## config.mk

```make
export PLATFORM = sky130hd
export DESIGN_NAME = epoch_seconds_to_calendar
export DESIGN_NICKNAME = d
export VERILOG_FILES = /design/src/sv/esc_pkg.sv /design/src/sv/epoch_seconds_to_calendar.sv
export SDC_FILE = /design/constraint.sdc
export NUM_CORES = 1
export LEC_CHECK = 0
export ABC_AREA = 1
export BUFFER_PORTS_ARGS = -buffer_cell sky130_fd_sc_hd__buf_2
export CAP_MARGIN = 0
export CORE_ASPECT_RATIO = 2
export CORE_MARGIN = 2
export CORE_UTILIZATION = 39
export CTS_CLUSTER_SIZE = 20
export DETAILED_ROUTE_END_ITERATION = 8
export GPL_ROUTABILITY_DRIVEN = 0
export GPL_TIMING_DRIVEN = 0
export PLACE_DENSITY = 0.52
export SLEW_MARGIN = 20
export SYNTH_ARGS = -nofsm -noshare
export SYNTH_HDL_FRONTEND = slang
export SYNTH_SLANG_ARGS = --single-unit
export TNS_END_PERCENT = 30
```

## constraint.sdc

```tcl
create_clock -name aclk -period 7.15 [get_ports aclk]
set_clock_uncertainty 0.1 [all_clocks]
set_input_delay 1.0725 -clock aclk [delete_from_list [all_inputs] [get_ports aclk]]
set_output_delay 1.0725 -clock aclk [all_outputs]
set_load 0.1 [all_outputs]
```

## src/sv/esc_pkg.sv

```systemverilog
// ----------------------------------------------------------------------------
// esc_pkg: shared types and constants for epoch_seconds_to_calendar
// Holds the sequencer state type, the fixed divisors and the month table.
// ----------------------------------------------------------------------------
package esc_pkg;

    // Field widths of the input and result words.
    localparam int EpochWidth   = 32;
    localparam int YearWidth    = 12;
    localparam int MonthWidth   = 4;
    localparam int MdayWidth    = 5;
    localparam int HourWidth    = 5;
    localparam int MinuteWidth  = 6;
    localparam int SecondWidth  = 6;

    // Internal widths.
    localparam int QuoWidth     = 16;  // day count below 2^16
    localparam int SodWidth     = 17;  // seconds of day below 86400
    localparam int CycWidth     = 6;   // four-year cycles below 33
    localparam int CntWidth     = 4;

    // Fixed divisors and limits.
    localparam logic [EpochWidth-1:0] SecondsPerDay  = 32'd86400;
    localparam logic [EpochWidth-1:0] DaysPerCycle   = 32'd1461;
    localparam logic [EpochWidth-1:0] SecondsPerHour = 32'd3600;
    localparam logic [EpochWidth-1:0] SecondsPerMin  = 32'd60;
    localparam logic [EpochWidth-1:0] LimitSeconds   = 32'd4102444800;
    localparam logic [YearWidth-1:0]  BaseYear       = 12'd1970;

    // Bit steps of each restoring division, highest shift first.
    localparam logic [CntWidth-1:0] DayTopBit  = 4'd15;
    localparam logic [CntWidth-1:0] CycTopBit  = 4'd5;
    localparam logic [CntWidth-1:0] HourTopBit = 4'd4;
    localparam logic [CntWidth-1:0] MinTopBit  = 4'd5;

    // Index of the leap year in each four-year group, and the last year and month indices.
    localparam logic [1:0]          LeapYearIdx = 2'd2;
    localparam logic [CntWidth-1:0] LastYearIdx = 4'd3;
    localparam logic [CntWidth-1:0] LastMonIdx  = 4'd11;

    // Sequencer states.
    typedef enum logic [2:0] {
        ST_IDLE,
        ST_DAY,
        ST_CYC,
        ST_YEAR,
        ST_MON,
        ST_HOUR,
        ST_MIN,
        ST_DONE
    } esc_state_t;

    // Length in days of a year of the cycle.
    function automatic logic [EpochWidth-1:0] year_len(input logic [1:0] yidx);
        year_len = (yidx == LeapYearIdx) ? 32'd366 : 32'd365;
    endfunction

    // Length in days of a month, 0 is January.
    function automatic logic [EpochWidth-1:0] month_len(input logic [CntWidth-1:0] mon,
                                                        input logic leap);
        logic [EpochWidth-1:0] len;
        case (mon)
            4'd1:    len = leap ? 32'd29 : 32'd28;
            4'd3:    len = 32'd30;
            4'd5:    len = 32'd30;
            4'd8:    len = 32'd30;
            4'd10:   len = 32'd30;
            default: len = 32'd31;
        endcase
        month_len = len;
    endfunction

endpackage

```

## src/sv/epoch_seconds_to_calendar.sv

```systemverilog
// ----------------------------------------------------------------------------
// epoch_seconds_to_calendar: seconds since 1970 to calendar date and time
// Converts a whole second count into year, month, day, hour, minute, second.
// ----------------------------------------------------------------------------
// One word is worked at a time by a single shared compare-and-subtract unit
// under a small sequencer. An accepted word goes through the day split, the
// four-year cycle split, the year walk, the month walk, the hour split and the
// minute split, and the result is then handed to the output register; the
// next word is taken only after that hand-off, which waits while the output
// register holds a result not yet taken. A word at or after 2100-01-01
// 00:00:00 skips the work and goes straight to the hand-off with out_of_range
// set and all other fields zero. The output register lets the result wait
// while s_ready returns; the dates are valid from 1970 through 2099, where
// every fourth year is a leap year.
module epoch_seconds_to_calendar (
    input  logic                              aclk,
    input  logic                              aresetn,
    input  logic                              s_valid,
    output logic                              s_ready,
    input  logic [esc_pkg::EpochWidth-1:0]    s_epoch_seconds,
    output logic                              m_valid,
    input  logic                              m_ready,
    output logic [esc_pkg::YearWidth-1:0]     m_year,
    output logic [esc_pkg::MonthWidth-1:0]    m_month,
    output logic [esc_pkg::MdayWidth-1:0]     m_day_of_month,
    output logic [esc_pkg::HourWidth-1:0]     m_hour,
    output logic [esc_pkg::MinuteWidth-1:0]   m_minute,
    output logic [esc_pkg::SecondWidth-1:0]   m_second,
    output logic                              m_out_of_range
);
    import esc_pkg::*;

    esc_state_t state_reg, state_next;

    logic [EpochWidth-1:0]  rem_reg, rem_next;
    logic [QuoWidth-1:0]    quo_reg, quo_next;
    logic [CntWidth-1:0]    cnt_reg, cnt_next;
    logic [SodWidth-1:0]    sod_reg, sod_next;
    logic [CycWidth-1:0]    cyc_reg, cyc_next;
    logic [1:0]             yidx_reg, yidx_next;
    logic [CntWidth-1:0]    mon_reg, mon_next;
    logic [MdayWidth-1:0]   mday_reg, mday_next;
    logic [HourWidth-1:0]   hour_reg, hour_next;
    logic [MinuteWidth-1:0] min_reg, min_next;
    logic [SecondWidth-1:0] sec_reg, sec_next;
    logic                   oor_reg, oor_next;

    logic                   m_valid_reg, m_valid_next;
    logic [YearWidth-1:0]   m_year_reg, m_year_next;
    logic [MonthWidth-1:0]  m_month_reg, m_month_next;
    logic [MdayWidth-1:0]   m_mday_reg, m_mday_next;
    logic [HourWidth-1:0]   m_hour_reg, m_hour_next;
    logic [MinuteWidth-1:0] m_min_reg, m_min_next;
    logic [SecondWidth-1:0] m_sec_reg, m_sec_next;
    logic                   m_oor_reg, m_oor_next;

    logic [EpochWidth-1:0]  sub_val;
    logic [EpochWidth:0]    diff;
    logic                   ge;
    logic [EpochWidth-1:0]  work_after;
    logic [QuoWidth-1:0]    quo_after;
    logic                   in_oor;
    logic                   out_free;
    logic                   last_step;

    // Subtrahend for the shared unit, chosen by the current phase.
    always_comb begin
        case (state_reg)
            ST_DAY:  sub_val = SecondsPerDay << cnt_reg;
            ST_CYC:  sub_val = DaysPerCycle << cnt_reg;
            ST_YEAR: sub_val = year_len(cnt_reg[1:0]);
            ST_MON:  sub_val = month_len(cnt_reg, yidx_reg == LeapYearIdx);
            ST_HOUR: sub_val = SecondsPerHour << cnt_reg;
            ST_MIN:  sub_val = SecondsPerMin << cnt_reg;
            default: sub_val = '0;
        endcase
    end

    // Shared compare-and-subtract unit.
    assign diff       = {1'b0, rem_reg} - {1'b0, sub_val};
    assign ge         = ~diff[EpochWidth];
    assign work_after = ge ? diff[EpochWidth-1:0] : rem_reg;
    assign quo_after  = {quo_reg[QuoWidth-2:0], ge};
    assign last_step  = (cnt_reg == '0);

    assign in_oor   = (s_epoch_seconds >= LimitSeconds);
    assign out_free = ~m_valid_reg | m_ready;

    // Next state.
    always_comb begin
        state_next = state_reg;
        case (state_reg)
            ST_IDLE: begin
                if (s_valid) begin
                    state_next = in_oor ? ST_DONE : ST_DAY;
                end
            end
            ST_DAY: begin
                if (last_step) begin
                    state_next = ST_CYC;
                end
            end
            ST_CYC: begin
                if (last_step) begin
                    state_next = ST_YEAR;
                end
            end
            ST_YEAR: begin
                if (!(ge && cnt_reg < LastYearIdx)) begin
                    state_next = ST_MON;
                end
            end
            ST_MON: begin
                if (!(ge && cnt_reg < LastMonIdx)) begin
                    state_next = ST_HOUR;
                end
            end
            ST_HOUR: begin
                if (last_step) begin
                    state_next = ST_MIN;
                end
            end
            ST_MIN: begin
                if (last_step) begin
                    state_next = ST_DONE;
                end
            end
            ST_DONE: begin
                if (out_free) begin
                    state_next = ST_IDLE;
                end
            end
            default: state_next = ST_IDLE;
        endcase
    end

    // Datapath and output register updates.
    always_comb begin
        rem_next     = rem_reg;
        quo_next     = quo_reg;
        cnt_next     = cnt_reg;
        sod_next     = sod_reg;
        cyc_next     = cyc_reg;
        yidx_next    = yidx_reg;
        mon_next     = mon_reg;
        mday_next    = mday_reg;
        hour_next    = hour_reg;
        min_next     = min_reg;
        sec_next     = sec_reg;
        oor_next     = oor_reg;
        m_valid_next = m_valid_reg & ~m_ready;
        m_year_next  = m_year_reg;
        m_month_next = m_month_reg;
        m_mday_next  = m_mday_reg;
        m_hour_next  = m_hour_reg;
        m_min_next   = m_min_reg;
        m_sec_next   = m_sec_reg;
        m_oor_next   = m_oor_reg;
        case (state_reg)
            ST_IDLE: begin
                if (s_valid) begin
                    rem_next = s_epoch_seconds;
                    quo_next = '0;
                    cnt_next = DayTopBit;
                    oor_next = in_oor;
                end
            end
            ST_DAY: begin
                rem_next = work_after;
                quo_next = quo_after;
                cnt_next = cnt_reg - 1'b1;
                if (last_step) begin
                    sod_next = work_after[SodWidth-1:0];
                    rem_next = {{(EpochWidth-QuoWidth){1'b0}}, quo_after};
                    quo_next = '0;
                    cnt_next = CycTopBit;
                end
            end
            ST_CYC: begin
                rem_next = work_after;
                quo_next = quo_after;
                cnt_next = cnt_reg - 1'b1;
                if (last_step) begin
                    cyc_next = quo_after[CycWidth-1:0];
                    cnt_next = '0;
                end
            end
            ST_YEAR: begin
                if (ge && cnt_reg < LastYearIdx) begin
                    rem_next = diff[EpochWidth-1:0];
                    cnt_next = cnt_reg + 1'b1;
                end else begin
                    yidx_next = cnt_reg[1:0];
                    cnt_next  = '0;
                end
            end
            ST_MON: begin
                if (ge && cnt_reg < LastMonIdx) begin
                    rem_next = diff[EpochWidth-1:0];
                    cnt_next = cnt_reg + 1'b1;
                end else begin
                    mon_next  = cnt_reg;
                    mday_next = rem_reg[MdayWidth-1:0] + 1'b1;
                    rem_next  = {{(EpochWidth-SodWidth){1'b0}}, sod_reg};
                    quo_next  = '0;
                    cnt_next  = HourTopBit;
                end
            end
            ST_HOUR: begin
                rem_next = work_after;
                quo_next = quo_after;
                cnt_next = cnt_reg - 1'b1;
                if (last_step) begin
                    hour_next = quo_after[HourWidth-1:0];
                    quo_next  = '0;
                    cnt_next  = MinTopBit;
                end
            end
            ST_MIN: begin
                rem_next = work_after;
                quo_next = quo_after;
                cnt_next = cnt_reg - 1'b1;
                if (last_step) begin
                    min_next = quo_after[MinuteWidth-1:0];
                    sec_next = work_after[SecondWidth-1:0];
                end
            end
            ST_DONE: begin
                if (out_free) begin
                    m_valid_next = 1'b1;
                    m_oor_next   = oor_reg;
                    if (oor_reg) begin
                        m_year_next  = '0;
                        m_month_next = '0;
                        m_mday_next  = '0;
                        m_hour_next  = '0;
                        m_min_next   = '0;
                        m_sec_next   = '0;
                    end else begin
                        m_year_next  = BaseYear + {4'b0000, cyc_reg, yidx_reg};
                        m_month_next = mon_reg + 1'b1;
                        m_mday_next  = mday_reg;
                        m_hour_next  = hour_reg;
                        m_min_next   = min_reg;
                        m_sec_next   = sec_reg;
                    end
                end
            end
            default: begin
                oor_next = oor_reg;
            end
        endcase
    end

    // Handshake outputs.
    always_comb begin
        s_ready = (state_reg == ST_IDLE);
        m_valid = m_valid_reg;
    end

    assign m_year         = m_year_reg;
    assign m_month        = m_month_reg;
    assign m_day_of_month = m_mday_reg;
    assign m_hour         = m_hour_reg;
    assign m_minute       = m_min_reg;
    assign m_second       = m_sec_reg;
    assign m_out_of_range = m_oor_reg;

    // Control registers.
    always_ff @(posedge aclk) begin
        if (!aresetn) begin
            state_reg   <= ST_IDLE;
            m_valid_reg <= 1'b0;
        end else begin
            state_reg   <= state_next;
            m_valid_reg <= m_valid_next;
        end
    end

    // Payload registers.
    always_ff @(posedge aclk) begin
        rem_reg     <= rem_next;
        quo_reg     <= quo_next;
        cnt_reg     <= cnt_next;
        sod_reg     <= sod_next;
        cyc_reg     <= cyc_next;
        yidx_reg    <= yidx_next;
        mon_reg     <= mon_next;
        mday_reg    <= mday_next;
        hour_reg    <= hour_next;
        min_reg     <= min_next;
        sec_reg     <= sec_next;
        oor_reg     <= oor_next;
        m_year_reg  <= m_year_next;
        m_month_reg <= m_month_next;
        m_mday_reg  <= m_mday_next;
        m_hour_reg  <= m_hour_next;
        m_min_reg   <= m_min_next;
        m_sec_reg   <= m_sec_next;
        m_oor_reg   <= m_oor_next;
    end

endmodule

```

Yosys cells after proc, flatten, opt, wreduce, memory -nomap -nowiden

Index checks and enable logic that the tools add are counted.

$add $sub $neg: 6
Eq/ne operators: 23
Order comparisons: 3
Bitwise logic cells: 7
Muxes and demuxes: 32
Reduce and logical (&&, ||, !) cells: 23
Shifts and indexed selects: 4

Operator list:

| operator                                                               | number |
|---|---|
| 32-bit one-hot mux with 6 select lines                                 | 1 |
| 32-bit 2-to-1 mux                                                      | 5 |
| 32-bit one-hot mux with 5 select lines                                 | 1 |
| 15-bit one-hot mux with 4 select lines                                 | 1 |
| 15-bit 2-to-1 mux                                                      | 3 |
| 32-bit by 32-bit subtractor with 33-bit output                         | 1 |
| 32-bit greater-or-equal comparator (second input constant)             | 1 |
| 11-bit by 4-bit left shift with 32-bit output (first input constant)   | 1 |
| 12-bit by 4-bit left shift with 32-bit output (first input constant)   | 1 |
| 17-bit by 4-bit left shift with 32-bit output (first input constant)   | 1 |
| 6-bit by 4-bit left shift with 32-bit output (first input constant)    | 1 |
| 3-bit 2-to-1 mux                                                       | 9 |
| 3-bit one-hot mux with 8 select lines                                  | 1 |
| 4-bit one-hot mux with 6 select lines                                  | 1 |
| 4-bit 2-to-1 mux                                                       | 5 |
| 2-bit != test (second input constant)                                  | 9 |
| 2-bit AND reduction                                                    | 9 |
| 11-bit by 8-bit adder with 12-bit output (first input constant)        | 1 |
| 3-bit equality test (second input constant)                            | 4 |
| 4-bit by 1-bit adder with 4-bit output (second input constant)         | 2 |
| 4-bit equality test (second input constant)                            | 2 |
| 8-bit AND reduction                                                    | 1 |
| 3-bit by 2-bit equality test with 1-bit output (second input constant) | 2 |
| 3-bit AND reduction                                                    | 2 |
| 24 further kinds                                                       | 33 |

Register bits after elaboration: 146
Output and inout port bits: 41

Depth between registers and ports, before layout

Depth in word-level cells: 9
Depth in mapped cells: 30
Gate-level depth less buffers: 29

Least setup slack after synthesis

No wires, ideal clock.

Path kind: register to register
Start: register cnt_reg[1]
End: register rem_reg[0] (enable)
Data required time: 6.589 ns
Period minus slack after synthesis: 6.058 ns
Slack: 1.092 ns
Cell stages (with the launch flop): 24
Arrival: 5.497 ns
Cells stage by stage: edfxtp_1 > inv_1 > clkbuf_1 > ha_1 > nor2_1 > o21ai_0 > nand3_1 > o211ai_1 > o221ai_1 > ha_1 > fa_1 > inv_1 > nand2_1 > nand2_1 > nand3_1 > nand2_1 > nand2_1 > nand2_2 > nand2_2 > nand2_4 > buf_8 > buf_6 > a21oi_1 > nor3_1

Longest elaborated chain between the ends: 9
Elaborated cells between the ends (all ways): 20

Ends and longest elaborated chain:

| item                                             | line                             | text |
|---|---|---|
| start, declared                                  | epoch_seconds_to_calendar.sv:37  | `logic [CntWidth-1:0] cnt_reg, cnt_next;` |
| start signal, assigned                           | epoch_seconds_to_calendar.sv:284 | `cnt_reg <= cnt_next;` |
| 4-bit equality test (tied with other cells)      | esc_pkg.sv:62                    | `case (mon)` |
| 4-bit OR reduction (no line)                     | n/a                              |  |
| 2-bit one-hot mux with 2 select lines            | esc_pkg.sv:62                    |  |
| 32-bit one-hot mux with 6 select lines *         | epoch_seconds_to_calendar.sv:68  | `case (state_reg)` |
| 32-bit by 32-bit subtractor with 33-bit output * | epoch_seconds_to_calendar.sv:80  | `assign diff = {1'b0, rem_reg} - {1'b0, sub_val};` |
| 1-bit inverter *                                 | epoch_seconds_to_calendar.sv:81  | `assign ge = ~diff[EpochWidth];` |
| net ge                                           | epoch_seconds_to_calendar.sv:59  | `logic ge;` |
| 1-bit logical AND *                              | epoch_seconds_to_calendar.sv:189 | `if (ge && cnt_reg < LastYearIdx) begin` |
| 2-bit != test (no line) *                        | n/a                              |  |
| 3-bit AND reduction (no line) *                  | n/a                              |  |
| end signal, assigned                             | epoch_seconds_to_calendar.sv:282 | `rem_reg <= rem_next;` |
| end, declared                                    | epoch_seconds_to_calendar.sv:35  | `logic [EpochWidth-1:0] rem_reg, rem_next;` |

The timed path passes the listed nets; every way through them passes the cells marked *.
A chain may end at the register's enable or synchronous reset.

Final worst setup path

Start: register state_reg[1]
End: register rem_reg[22] (enable)

Longest elaborated chain between the ends: 7
Elaborated cells between the ends (all ways): 16

Ends and longest elaborated chain:

| item                                             | line                             | text |
|---|---|---|
| start, declared                                  | epoch_seconds_to_calendar.sv:33  | `esc_state_t state_reg, state_next;` |
| start signal, assigned                           | epoch_seconds_to_calendar.sv:275 | `state_reg <= state_next;` |
| 3-bit equality test (tied with other cells)      | epoch_seconds_to_calendar.sv:68  |  |
| 32-bit one-hot mux with 6 select lines *         | epoch_seconds_to_calendar.sv:68  |  |
| 32-bit by 32-bit subtractor with 33-bit output * | epoch_seconds_to_calendar.sv:80  |  |
| 1-bit inverter *                                 | epoch_seconds_to_calendar.sv:81  |  |
| net ge                                           | epoch_seconds_to_calendar.sv:59  |  |
| 1-bit logical AND *                              | epoch_seconds_to_calendar.sv:189 |  |
| 2-bit != test (no line) *                        | n/a                              |  |
| 3-bit AND reduction (no line) *                  | n/a                              |  |

Marked as above.

==> metrics.md <==
| Metric | Value |
|---|---|
| Status | `complete, no violations` |
| Seq cells post-synth | `146` |
| Slew of the pin with the lowest slew margin | `772 ps` |
| CP max FO | `12` |
| Commonest non-fill, non-tap cell in the layout | `nand2_1` |
| DRC violation total after the first TritonRoute iteration | `523` |
| Overflow left after global routing | `0` |
| Required arrival time at the worst endpoint | `7190 ps` |
| Final count of pins violating max slew | `0` |
| Width of the die | `118 µm` |
| Post-Synthesis Cells | `1349` |
| Element type at the critical path start | `register` |
| Post-synthesis instance area | `0.0101 mm²` |
| Top FF cell, synth | `edfxtp_1` |
| Multiplexer fraction of the synthesized cell area | `0.0986%` |
| Final Util | `45.3%` |
| Clk sinks | `146` |
| Resized Gates After CTS | `0` |
| Sequential-to-total area share from yosys stat | `42.8%` |
| TritonCTS clock tree | `built` |
| Critical path endpoint | `rem_reg[22]` |
| Vias post-DR | `9251` |
| Library cell with the largest summed area after synthesis | `edfxtp_1` |
| Synth Area in Compound Gates | `9.00%` |
| R2R Setup Slk | `1370 ps` |
| Max incr delay on CP | `450 ps` |
| Global-route wire length before repair | `51400 µm` |
| Number of antenna violations at the first check in global routing | `0` |
| Number of enable-type register cells in the synthesized netlist | `142` |
| Die ar. | `0.0274 mm²` |
| Worst min-delay path class | `register to register` |
| Half-perimeter wire length of the detailed placement result | `28100 µm` |
| Number of placement rows | `83` |
| Max FFs per register | `32` |
| Clock-pin slew on the worst setup and hold paths | `70 ps` |
| Endpoint of the lowest-slack register-to-register path | `rem_reg[22]` |
| Period Utilization, post-route | `80.9%` |
| Clock buffer count from CTS | `17` |
| Reg-to-reg critical path startpoint | `state_reg[1]` |
| Post-synthesis simple-gate area fraction | `32.2%` |
| Worst slew margin relative to its limit | `48.5%` |
| Count of cell types in the netlist | `52` |
| Worst slack, placed | `1450 ps` |
| Top-area cell type share of the netlist area | `42.0%` |
| Endpoints failing setup | `0` |
| Total track usage | `25.6%` |
| Clock network latency to the later pin of the worst-skew pair | `440 ps` |
| Worst Slack Setup Final | `1370 ps` |
| Largest family of logic cells by synthesized area | `simple AND/OR/NAND/NOR gates` |
| Setup crit end kind | `register` |
| Max Clk Rate | `0.173 GHz` |
| Vias in the first global route | `9241` |
| Max-cap violations | `0` |
| Hold buffer count at CTS | `0` |
| Post-synthesis net count | `1431` |
| Number of nets still failing antenna checks after routing | `0` |
| First-pass DRT Iterations | `5` |
| Clock tree root buffer cell | `clkbuf_16` |
| IO buf count | `76` |
| Detailed-route vias per instance | `5.13` |
| Average wire per standard cell | `19.1 µm` |
| RSZ-0062 raised after global routing | `no` |
| Critical path startpoint | `state_reg[1]` |
| Die Height | `232 µm` |
| Number of setup buffers added after CTS | `0` |
| Post-synth ARST share | `0%` |
| Level count of the clock H-tree | `4` |
| Arrival time at the worst endpoint | `5820 ps` |
| XOR/XNOR share of the synthesized area | `1.29%` |
| Cell at the slowest stage of the critical path | `dfxtp_1` |
| Total wire length | `34300 µm` |
| Growth of design area from synthesis to finish | `14.4%` |
| Syn_area_per_cell | `7.52 µm²` |
| Total I/O pin count | `77` |
| Share of final-layout standard cells stronger than drive strength 1 | `10.9%` |
| Top cells by area in the synthesized netlist | `edfxtp_1 (42%), nand2_1 (14%), nor2_1 (7.7%)` |
| Net count reported at finish | `1531` |
| Final Hold Viols | `0` |
| DRC violation count after routing | `0` |
| Synthesized-area fraction occupied by adder cells | `5.75%` |
| Maximum root-to-sink buffer count | `2` |
| Core box area | `0.0257 mm²` |
| Starting Density | `39.6%` |
| Pin count of the biggest net entering global routing | `27` |
| Yosys Warn Count | `0` |
| Critical path start-end classification | `register to register` |
| Number of cells on the worst reg-to-reg path | `28` |
| Crit-path most repeated cell | `inv_1` |
| Minimum period implied by the final worst setup slack | `5780 ps` |
| Antenna diode count | `0` |
| Commonest non-fill, non-tap cells in the layout | `nand2_1 (365), nor2_1 (208), inv_1 (175)` |
-- through the flow --
| step | cells | hold WS (ps) | cell area, µm² | TNS, ps |
|---|---|---|---|---|
| 3_5_place_dp | 1770 | 338 | 11000 | 0 |
| 2_1_floorplan | 1349 | 321 | 10100 | 0 |
| 5_1_grt | 1802 | 371 | 11600 | 0 |
| 6_report | 1802 | 354 | 11600 | 0 |
| 4_1_cts | 1802 | 353 | 11600 | 0 |
| 3_3_place_gp | 1765 | 337 | 11000 | -52270 |
-- cells by family after synthesis --
kind of cell | count (synthesis)
simple gates | 763
buf+inv | 221
compound gates | 157
flops | 146
fa+ha+maj | 46
xor+xnor | 15
mux | 1
-- metal layers --
metal  wire [µm]  vias to the layer above  track usage [%]
li1            -                     4632                -
met1       10800                     4201             21.3
met2       18800                      301             50.0
met3        1130                      117             3.86
met4        3530                        0             23.4
met5           0                        -                0
-- critical path: cells and delay by family (launching register included) --
kind / cells / cell delay (ps)
AO/OA/AOI/OAI: 4 / 770
adder cells (fa/ha/maj): 2 / 650
buffers and inverters: 10 / 1700
flip-flops: 1 / 450
AND/OR/NAND/NOR: 12 / 1790
-- how the worst min path moves through the flow --
stage / depth (start not counted) / start / slack (ps) / end
4_1_cts: 0 / oor_reg / 350 / m_out_of_range
6_report: 0 / oor_reg / 350 / m_out_of_range
5_1_grt: 0 / oor_reg / 370 / m_out_of_range
2_1_floorplan: 0 / cnt_reg[3] / 320 / mon_reg[3]
3_3_place_gp: 0 / oor_reg / 340 / m_out_of_range
3_5_place_dp: 0 / oor_reg / 340 / m_out_of_range
-- synth_stat cells, types with 2 or more instances --
cell	instances
inv_2	7
nand3b_1	37
nand4_1	9
xnor2_1	9
nor2_1	209
o21ai_0	57
or2_2	2
nand3_1	102
clkinv_1	2
a221oi_1	2
and2_1	13
nor3_1	10
a21oi_1	58
o211ai_1	3
buf_8	2
dfxtp_1	4
clkbuf_1	19
buf_2	9
nand2_1	365
nor4_1	2
o2111ai_1	2
ha_1	45
o22ai_1	4
o21bai_1	7
o21ai_2	2
a22oi_1	7
inv_1	175
xor2_1	6
a31o_2	2
o221ai_1	2
a21o_1	3
edfxtp_1	142
buf_6	4
nand2_2	9
-- cell type report --
class | count | area, µm²
clock inverter | 15 | 150
buffer | 36 | 203
multi-input combinational | 982 | 4930
tap | 340 | 425
timing repair buffer | 81 | 438
fill | 2652 | 14000
clock buffer | 17 | 425
sequential | 146 | 4340
inverter | 185 | 697
Power is left out: the tool's default activity adds up to more than one toggle a clock period on the data nets, which glitch-free logic cannot reach.
